File: config.mk
export PLATFORM = sky130hd
export DESIGN_NAME = tms_rule_cell
export DESIGN_NICKNAME = d
export VERILOG_FILES = /design/src/sv/tms_pkg.sv /design/src/sv/tms_rule_cell.sv
export SDC_FILE = /design/constraint.sdc
export NUM_CORES = 1
export LEC_CHECK = 0
export BUFFER_PORTS_ARGS = -buffer_cell sky130_fd_sc_hd__buf_2
export CORE_ASPECT_RATIO = 1.1
export CORE_MARGIN = 2
export CORE_UTILIZATION = 27
export DETAILED_ROUTE_END_ITERATION = 16
export HOLD_SLACK_MARGIN = 0.15
export SLEW_MARGIN = 20
export SYNTH_ARGS = -nofsm -noshare
export SYNTH_HDL_FRONTEND = slang
export SYNTH_SLANG_ARGS = --single-unit
File: constraint.sdc
create_clock -name clk -period 7.4 [get_ports clk]
set_clock_uncertainty 0.15 [all_clocks]
set_input_delay 0.37 -clock clk [delete_from_list [all_inputs] [get_ports clk]]
set_output_delay 0.37 -clock clk [all_outputs]
set_load 0.02 [all_outputs]
File: src/sv/tms_pkg.sv
// Package for the Turing machine step core: transaction payload types, rule
// cell types, operation and register codes, and sequencer states.
// No dependencies.
package tms_pkg;

  localparam int CFG_DW = 11;

  localparam logic [10:0] TAPE_LENGTH_RST = 11'd1024;
  localparam logic [6:0]  RULE_COUNT_RST  = 7'd0;
  localparam logic [9:0]  START_HEAD_RST  = 10'd0;

  typedef enum logic [2:0] {
    OP_WR_RULE = 3'd0,
    OP_WR_TAPE = 3'd1,
    OP_STEP    = 3'd2,
    OP_RESTART = 3'd3,
    OP_RD_TAPE = 3'd4
  } op_t;

  typedef enum logic [1:0] {
    REG_TAPE_LENGTH = 2'd0,
    REG_RULE_COUNT  = 2'd1,
    REG_START_HEAD  = 2'd2
  } reg_idx_t;

  typedef enum logic [2:0] {
    ST_IDLE,
    ST_DECODE,
    ST_SYM,
    ST_LAUNCH,
    ST_SEARCH,
    ST_RDWAIT,
    ST_DONE
  } st_t;

  typedef struct packed {
    logic [2:0] op;
    logic [5:0] rule_index;
    logic [7:0] rule_state;
    logic [7:0] rule_symbol;
    logic [7:0] rule_new_symbol;
    logic       rule_move_right;
    logic [7:0] rule_new_state;
    logic [9:0] tape_address;
    logic [7:0] tape_symbol;
  } tms_in_t;

  typedef struct packed {
    logic [7:0]         state_now;
    logic signed [11:0] head_now;
    logic [7:0]         symbol_out;
    logic               halted;
    logic               off_tape;
    logic               rule_fired;
  } tms_out_t;

  typedef struct packed {
    logic [7:0] state;
    logic [7:0] symbol;
    logic [7:0] new_symbol;
    logic       move_right;
    logic [7:0] new_state;
  } tms_rule_t;

  typedef struct packed {
    logic      wr_en;
    logic [5:0] wr_index;
    tms_rule_t wr_rule;
    logic [7:0] key_state;
    logic [7:0] key_symbol;
    logic [6:0] rule_count;
  } tms_cell_ctl_t;

  typedef struct packed {
    logic       vld;
    logic       hit;
    logic [7:0] new_symbol;
    logic       move_right;
    logic [7:0] new_state;
  } tms_tok_t;

endpackage

File: src/sv/tms_rule_cell.sv
// One rule cell of the search chain: holds one rule and passes the search
// token to its neighbour each cycle. Depends on tms_pkg.
module tms_rule_cell #(
  parameter int IDX = 0
) (
  input  logic                   clk,
  input  logic                   rst_n,
  input  tms_pkg::tms_cell_ctl_t ctl,
  input  tms_pkg::tms_tok_t      tok_in,
  output tms_pkg::tms_tok_t      tok_out
);
  import tms_pkg::*;

  tms_rule_t rule_r;
  tms_tok_t  tok_r;
  tms_tok_t  tok_nxt;
  logic      active;
  logic      match;

  always_ff @(posedge clk) begin
    if (ctl.wr_en && ({2'b00, ctl.wr_index} == 8'(IDX))) begin
      rule_r <= ctl.wr_rule;
    end
  end

  always_comb begin
    active = 9'(IDX) < {2'b00, ctl.rule_count};
    match  = active && (rule_r.state == ctl.key_state) &&
             (rule_r.symbol == ctl.key_symbol);
    tok_nxt = tok_in;
    if (tok_in.vld && !tok_in.hit && match) begin
      tok_nxt.hit        = 1'b1;
      tok_nxt.new_symbol = rule_r.new_symbol;
      tok_nxt.move_right = rule_r.move_right;
      tok_nxt.new_state  = rule_r.new_state;
    end
  end

  always_ff @(posedge clk) begin
    if (!rst_n) begin
      tok_r <= '0;
    end else begin
      tok_r <= tok_nxt;
    end
  end

  assign tok_out = tok_r;

endmodule

; ---- Word-level counts from Yosys, hierarchy flattened
; Cells that the tools add are included.
[totals]
output_inout_bits = 19
ff_bits = 52
[classes]
n_reduce_logical = 7
mux = 1
n_lt_le_gt_ge = 1
eq_ne = 2
[ops]
columns = op, n
row1 = 2-to-1 mux 18 bit, 1
row2 = == test 8 bit, 2
row3 = less-than comparator 1 x 7 -> 1 bit (first input constant), 1
row4 = logical NOT 6 bit, 1
row5 = logical AND 1 bit, 5
row6 = logical NOT 1 bit, 1

; ---- Logic depth before layout (Yosys ltp)
; Gate-level depths: netlist of run 1.
[logic_depth]
depth_word = 5
depth_mapped = 7

; ---- Least setup slack after synthesis of run 1
; OpenSTA, ideal clock, no wires.
[synth_path]
kind = input-to-reg
start = in ctl[58] (netlist bit)
end = reg rule_r[0] (netlist bit), enable pin
setup_time_ps = 509
required_time_ps = 6741
path_buffers = 0
arrival_ps = 4203
path_stages = 2
slack_ps = 2538
path_cell_list = or4b_2 -> nor4_1
[synth_via]
elab_chain_len = 2
[synth_lines]
columns = item, line
row1 = start: declaration, tms_rule_cell.sv:8  ; input tms_pkg::tms_cell_ctl_t ctl,
row2 = logical NOT 6 bit, tms_rule_cell.sv:21  ; if (ctl.wr_en && ({2'b00, ctl.wr_index} == 8'(IDX))) begin
row3 = logical AND 1 bit, tms_rule_cell.sv:21
row4 = end signal: assignment, tms_rule_cell.sv:22  ; rule_r <= ctl.wr_rule;
row5 = end: declaration, tms_rule_cell.sv:14  ; tms_rule_t rule_r;
; No other way between the ends.
; A chain may end at the register's enable or synchronous reset.

; ---- Worst setup path in the final report of run 1
[layout_path]
start = in tok_in[17] (netlist bit)
end = reg tok_r, in the netlist tok_out[13]
[layout_via]
elab_chain_len = 4
[layout_lines]
columns = item, line
row1 = start: declaration, tms_rule_cell.sv:9  ; input tms_pkg::tms_tok_t tok_in,
row2 = logical NOT 1 bit, tms_rule_cell.sv:31  ; if (tok_in.vld && !tok_in.hit && match) begin
row3 = logical AND 1 bit (2 in series), tms_rule_cell.sv:31
row4 = 2-to-1 mux 18 bit, tms_rule_cell.sv:31
row5 = end signal: assignment, tms_rule_cell.sv:43  ; tok_r <= tok_nxt;
row6 = end: declaration, tms_rule_cell.sv:15  ; tms_tok_t tok_r;
; No other way between the ends.

==> results of run 1 <==
## synthesized netlist by cell type
library cell	number
xor2_1	3
and2_1	1
o21a_1	1
xnor2_1	13
nand4_1	3
nor3_1	1
mux2i_1	17
buf_12	1
nand3_1	1
buf_6	1
dfxtp_1	19
clkbuf_1	4
a211oi_1	1
or4b_2	1
nor4_2	1
nor3b_1	1
edfxtp_1	33
nand2_1	34
nor4_1	2
## metal layers
layer  part of all wire, %  vias to the layer above  track usage (%)
met4                  0.33                        0             2.38
met1                    40                      677             11.7
li1                      -                      777                -
met2                    53                       61             19.9
met3                   7.0                        3             3.00
met5                     0                        -                0
## how the worst max path moves through the flow
| stage | startpoint | end | slack, ns | depth (start not counted) |
|---|---|---|---|---|
| after floorplan | ctl[58] | rule_r[0] | 2.54 | 2 |
| after global placement | ctl[58] | rule_r[13] | 5.29 | 4 |
| after detailed placement | ctl[15] | tok_out[7] | 5.25 | 7 |
| after CTS | tok_in[17] | tok_out[7] | 5.16 | 7 |
| after global routing | tok_in[17] | tok_out[1] | 5.04 | 7 |
| final | tok_in[17] | tok_out[13] | 5.21 | 7 |
## where the power goes
part | switching (mW) | total [mW] | leakage, nW | internal [mW]
clock network | 0.0876 | 0.164 | 0.0455 | 0.0765
logic | 0.0269 | 0.0677 | 0.786 | 0.0407
registers | 0.00155 | 0.316 | 0.455 | 0.314
## area by class of cell
cell class                 count  area share (%)
sequential                    52            44.6
timing repair buffer         148            31.3
multi-input combinational     80            17.7
tap                           85            3.46
clock buffer                   8            2.93
## state kept, by name, indices dropped and copies added, names as in the netlist
signal   count
rule_r      33
tok_out     19
## metrics by stage
step                setup WS, ns  instances  utilization (%)  cell area, sq um  hold WS, ns
finish                      5.21        373             43.9              3080        0.165
global route                5.04        373             43.9              3080        0.161
CTS                         5.16        373             43.9              3080        0.150
detailed placement          5.25        322             36.5              2560        0.348
global placement            5.29        322             36.5              2560        0.336
floorplan                   2.54        138                -              1950        0.319
## critical path: cells and delay by family
| kind | cells | cell delay (ns) |
|---|---|---|
| buffers and inverters | 3 | 1.01 |
| and+or+nand+nor | 3 | 0.66 |
| muxes | 1 | 0.23 |
## cell usage in the layout (no fill, tap or decap), drive strengths merged
| cell | instances |
|---|---|
| xnor2 | 13 |
| nor3b | 1 |
| nor3 | 1 |
| mux2i | 17 |
| nand2 | 34 |
| or4b | 1 |
| dfxtp | 19 |
| a211oi | 1 |
| nand4 | 3 |
| nor4 | 3 |
| clkbuf | 8 |
| dlygate4sd3 | 43 |
| and2 | 1 |
| edfxtp | 33 |
| buf | 105 |
| o21a | 1 |
| nand3 | 1 |
| xor2 | 3 |
## repair_timing
item / 4_1_cts / 5_1_grt
hold buffers: 43 / 0
hold endpoints to repair: 43 / 0
gates resized for setup: 0 / 0
setup endpoints to repair: 0 / 0
## kinds of logic (layout without fill, tap and decap cells)
family	count (synthesis)	count (layout)	share of synthesized area, %
and+or+nand+nor	45	45	10.5
DFF	52	52	70.4
buffers and inverters	6	156	2.38
AOI/OAI and AO/OA	2	2	0.771
xor gates and xnor gates	16	16	7.19
muxes	17	17	8.73
==> out/results.ini, run 1 <==
[yosys]
synth_top_area_share_pct=50.9
netlist_area_sq_um=1950
yosysWarnings=0
seq_area_frac_synth_pct=70.4
synth.distinct_cells=19
synth_top_cell_by_area=edfxtp_1
syn_area_per_cell_sq_um=14.1
synth_seq_cells=52
synthTopCellsByArea=edfxtp_1 51%, dfxtp_1 20%, mux2i_1 8.7%
syn-instance-count=138
syn_nets=222

[cells_and_area]
nFillCells=666
final-seq-area_sq_um=1370
multiInputGateArea_sq_um=546
num-nets-final=371
layout-drive-gt1-share_pct=39.6
syn_to_final_growth_pct=57.9
antenna_cells=0

[grt]
grt_pass1_vias=1507
grt.total_usage_pct=10.6
grt_pass1_wl_um=6660
grt_overflow=0
antenna_found_initial=0
grt_start_max_net_pins=37

[timing]
grt_setup_unrepaired=false
fmax_ghz=0.456
slew_headroom_pct=59.5
worst_slew_pin_slew_ns=0.608
min_period_ns=2.19
setup-violations-final=0
finalHoldViolCount=0
fin_crit_sh_pct=29.6
fin_setup_tns_ns=0
finalMaxSlewViolations=0

[die]
ios=103
rows=32
core_sq_um=7010
initial_core_util_pct=27.8
die_x_um=85.0
die_h_um=93.1
die-area_sq_um=7910

[cts]
cts-htree-levels=2
clock_latency_ns=0.29
cts_setup_buffers=0
clock_sinks=52
cts_root_buffer=clkbuf_8
cts_tree=built
ctsLongestPathBuffers=2
path_clk_slew_ns=0.09
cts_buffers=5

[worst_hold_path]
whs_endpoint=tok_out[15]
min_from=tok_in[15]
hold_path.class=in2reg
holdPathStages=3

[power_and_ir_drop]
finalPower_mw=0.548
p_leak_nw=1.29
power.density_nw_per_um2=178
irDropWorstVdd_uv=83.2

[job]
cap_violations=0

[outcome]
status=finished clean

[route]
wl_um=4230
drc=0
ant_nets=0
vias=1518
wl_per_cell_um=11.3
drtIter0Drc=50
drtPass1Iterations=4
viasPerCell=4.07

[critical_path]
start_kind=input port
r2r_start=rule_r[25]
crit_type=in2reg
critPathMaxFanout=18
crit_chain=dlygate4sd3_1 > buf_2 > nor3b_1 > nand4_1 > nor4_4 > buf_4 > mux2i_1
r2r_end=tok_out[13]
slowest_delay_ns=0.53
cp.arrival_ns=2.27
cp.required_ns=7.48
critPathSlowestCell=dlygate4sd3_1
ff2ff_setup_slack_ns=5.41
r2r_cells=6
cp-end-kind=register

[placed_design]
hpwlAfterDp_um=2950
portBuffers=102
gp_congestion=0.600

Note: power is estimated with default switching activity, not from simulation.
==> run 2, diff against run 1 <==
==> constraint.sdc (replaced) <==
create_clock -name clk -period 2.1 [get_ports clk]
set_clock_uncertainty 0.15 [all_clocks]
set_input_delay 0.105 -clock clk [delete_from_list [all_inputs] [get_ports clk]]
set_output_delay 0.105 -clock clk [all_outputs]
set_load 0.02 [all_outputs]
==> run 2 against run 1 <==
Clock-buffer cell count did not move. Utilization rose by 2.4 points. Total power rose to 3.8 times the previous value. Cell count rose by 2.7%. Via count rose by 4.6%. Register-to-register slack got worse by 5.2 ns. Design area rose by 5.6%. Worst setup slack got worse by 5.0 ns. Sequential cell count did not move. First-iteration DRC count fell by 48%. Critical endpoint is now tok_out[3].
==> out/results.ini, run 2 (synthesis gave the netlist of run 1 again) <==
[critical_path]
crit_type=reg2reg
slowest_delay_ns=0.40  ; -0.13 ns
cp-end-kind=register
critPathMaxFanout=9  ; -9
ff2ff_setup_slack_ns=0.19  ; -5.22 ns
r2r_start=rule_r[21]
cp.required_ns=2.19  ; -5.29 ns
critical_path.startpoint=rule_r[21]
start_kind=register
cp.arrival_ns=2.00  ; -0.27 ns
crit_chain=xor2_1 > a211oi_1 > nand4_1 > nor4_4 > clkbuf_16 > mux2i_1
path_delay_family=simple AND/OR/NAND/NOR gates
critPathSlowestCell=edfxtp_1
cp_num_buf_inv=1  ; -2

[cts]
cts_buffers=5  ; unchanged
cts_resized=0  ; unchanged
ctsLongestPathBuffers=2  ; unchanged
clock_latency_ns=0.30  ; about the same
cts_tree=built
path_clk_slew_ns=0.10  ; about the same
cts_setup_buffers=0  ; unchanged
clock_sinks=52  ; unchanged
cts_root_buffer=clkbuf_8
cts-htree-levels=2  ; unchanged

[cells_and_area]
layout-drive-gt1-share_pct=39.3  ; -0.32 points
syn_to_final_growth_pct=66.7
final_cell_mix=102 x buf_2, 52 x dlygate4sd3_1, 34 x nand2_1, 33 x edfxtp_1, 19 x dfxtp_1
instances_no_fill=383  ; +2.7%
num-nets-final=381  ; +2.7%
nFillCells=644  ; -3.3%
largest_register_ffs=33  ; unchanged
largest_register=rule_r
fin_area_sq_um=3250  ; +5.6%
antenna_cells=0  ; unchanged
layout_commonest_cell=buf_2

[grt]
grt.total_usage_pct=11.8  ; +1.2 points
grt_start_max_net_pins=37  ; unchanged
grt_pass1_wl_um=7350  ; +10%
antenna_found_initial=0  ; unchanged
grt_overflow=0  ; unchanged
grt_pass1_vias=1679  ; +11%

[placed_design]
portBuffers=102  ; unchanged
dp_cells=322  ; unchanged
place_area_sq_um=2580  ; +0.98%
gp_congestion=0.629  ; +4.8%
place_ws_ns=0.152  ; -5.10 ns
hpwlAfterDp_um=3000  ; +1.7%

[die]
rows=32  ; unchanged
die-area_sq_um=7910  ; unchanged
die_h_um=93.1  ; unchanged
core_sq_um=7010  ; unchanged
initial_core_util_pct=27.8  ; unchanged
ios=103  ; unchanged
die_x_um=85.0  ; unchanged

[route]
wl_per_cell_um=12.2  ; +8.0%
wl_um=4690  ; +11%
vias=1588  ; +4.6%
drtIter0Drc=26  ; -48%
viasPerCell=4.15  ; +1.9%
ant_nets=0  ; unchanged
drc=0  ; unchanged
drtPass1Iterations=4  ; unchanged

[power_and_ir_drop]
p_leak_nw=1.36  ; +5.6%
p_seq_share_pct=53.7  ; -4.0 points
irDropWorstVdd_uv=279  ; +240%
finalPower_mw=2.07  ; +280%
power.density_nw_per_um2=638  ; +260%
power_frac_comb_pct=12.3  ; about the same
clkPwrFrac_pct=34.0  ; +4.0 points
power.internal_mw=1.64  ; +280%
swShare_pct=21.0  ; -0.19 points
p_sw_mw=0.435  ; +270%

[timing]
worst_slew_pin_slew_ns=0.579  ; -0.0285 ns
layout_setup_ws_ns=0.185  ; -5.02 ns
fin_crit_sh_pct=91.2
fmax_ghz=0.522
finalHoldViolCount=0  ; unchanged
min_period_ns=1.91
fin_setup_tns_ns=0  ; unchanged
finalMaxSlewViolations=0  ; unchanged
setup-violations-final=0  ; unchanged
slew_headroom_pct=61.4  ; +1.9 points
grt_setup_unrepaired=false

[job]
cap_violations=0  ; unchanged

[outcome]
status=finished clean

[worst_hold_path]
hold_path.class=in2reg
min_from=ctl[59]

-- run 2: changes by cell type in the layout (fill, tap and decap cells not counted), sizes merged --
cell / before / now
dlygate4sd3: 43 / 52
clkbuf: 8 / 9
-- run 2: final cells by class --
| cell class | count | area (sq um) | area share (%) |
|---|---|---|---|
| clock buffers | 8 | 121 | 3.74 |
| flip-flops and latches | 52 | 1370 | 42.2 |
| well taps | 85 | 106 | 3.27 |
| multi-input cells | 80 | 558 | 17.2 |
| repair buffers | 158 | 1090 | 33.6 |
-- run 2: path summary, 6_finish.rpt --
kind / end / cells after the start
setup / recovery: tok_out[3] / 6
hold / removal: rule_r[5] / 3
setup reg to reg: tok_out[3] / 6
hold reg to reg: tok_out[14] / 2
-- run 2: stage by stage --
step | utilization, % | hold slack [ns]
2_1_floorplan | - | 0.0539
3_3_place_gp | 36.8 | 0.132
3_5_place_dp | 36.8 | 0.133
4_1_cts | 46.0 | 0.161
5_1_grt | 46.4 | 0.174
6_report | 46.4 | 0.173
-- run 2: layer usage --
layer  track usage [%]  wire [um]  vias up
met5                 0          0        -
met4              3.17         51        0
met3              3.09        297        5
met2              23.1       2510       59
met1              12.1       1830      727
li1                  -          -      797
-- run 2: worst reg2reg max path: cells and delay by family (launching register included) --
kind                   cells  cell delay (ns)
AO/OA/AOI/OAI              1             0.21
AND/OR/NAND/NOR            2             0.51
flip-flops                 1             0.40
XOR/XNOR                   1             0.15
buffers and inverters      1             0.26
multiplexers               1             0.18
-- run 2: power groups by stage --
stage	Clock [mW]	Sequential, mW	Combinational [mW]
6_report	0.703	1.11	0.255
5_1_grt	0.761	1.12	0.280
4_1_cts	0.733	1.11	0.255
3_5_place_dp	0	1.14	0.182
3_3_place_gp	0	1.14	0.178
2_1_floorplan	0	1.16	0.0482
-- run 2: what timing repair did --
item,4_1_cts,5_1_grt
endpoints found under the setup margin,0,1
hold endpoints to repair,52,0
hold buffers,52,0
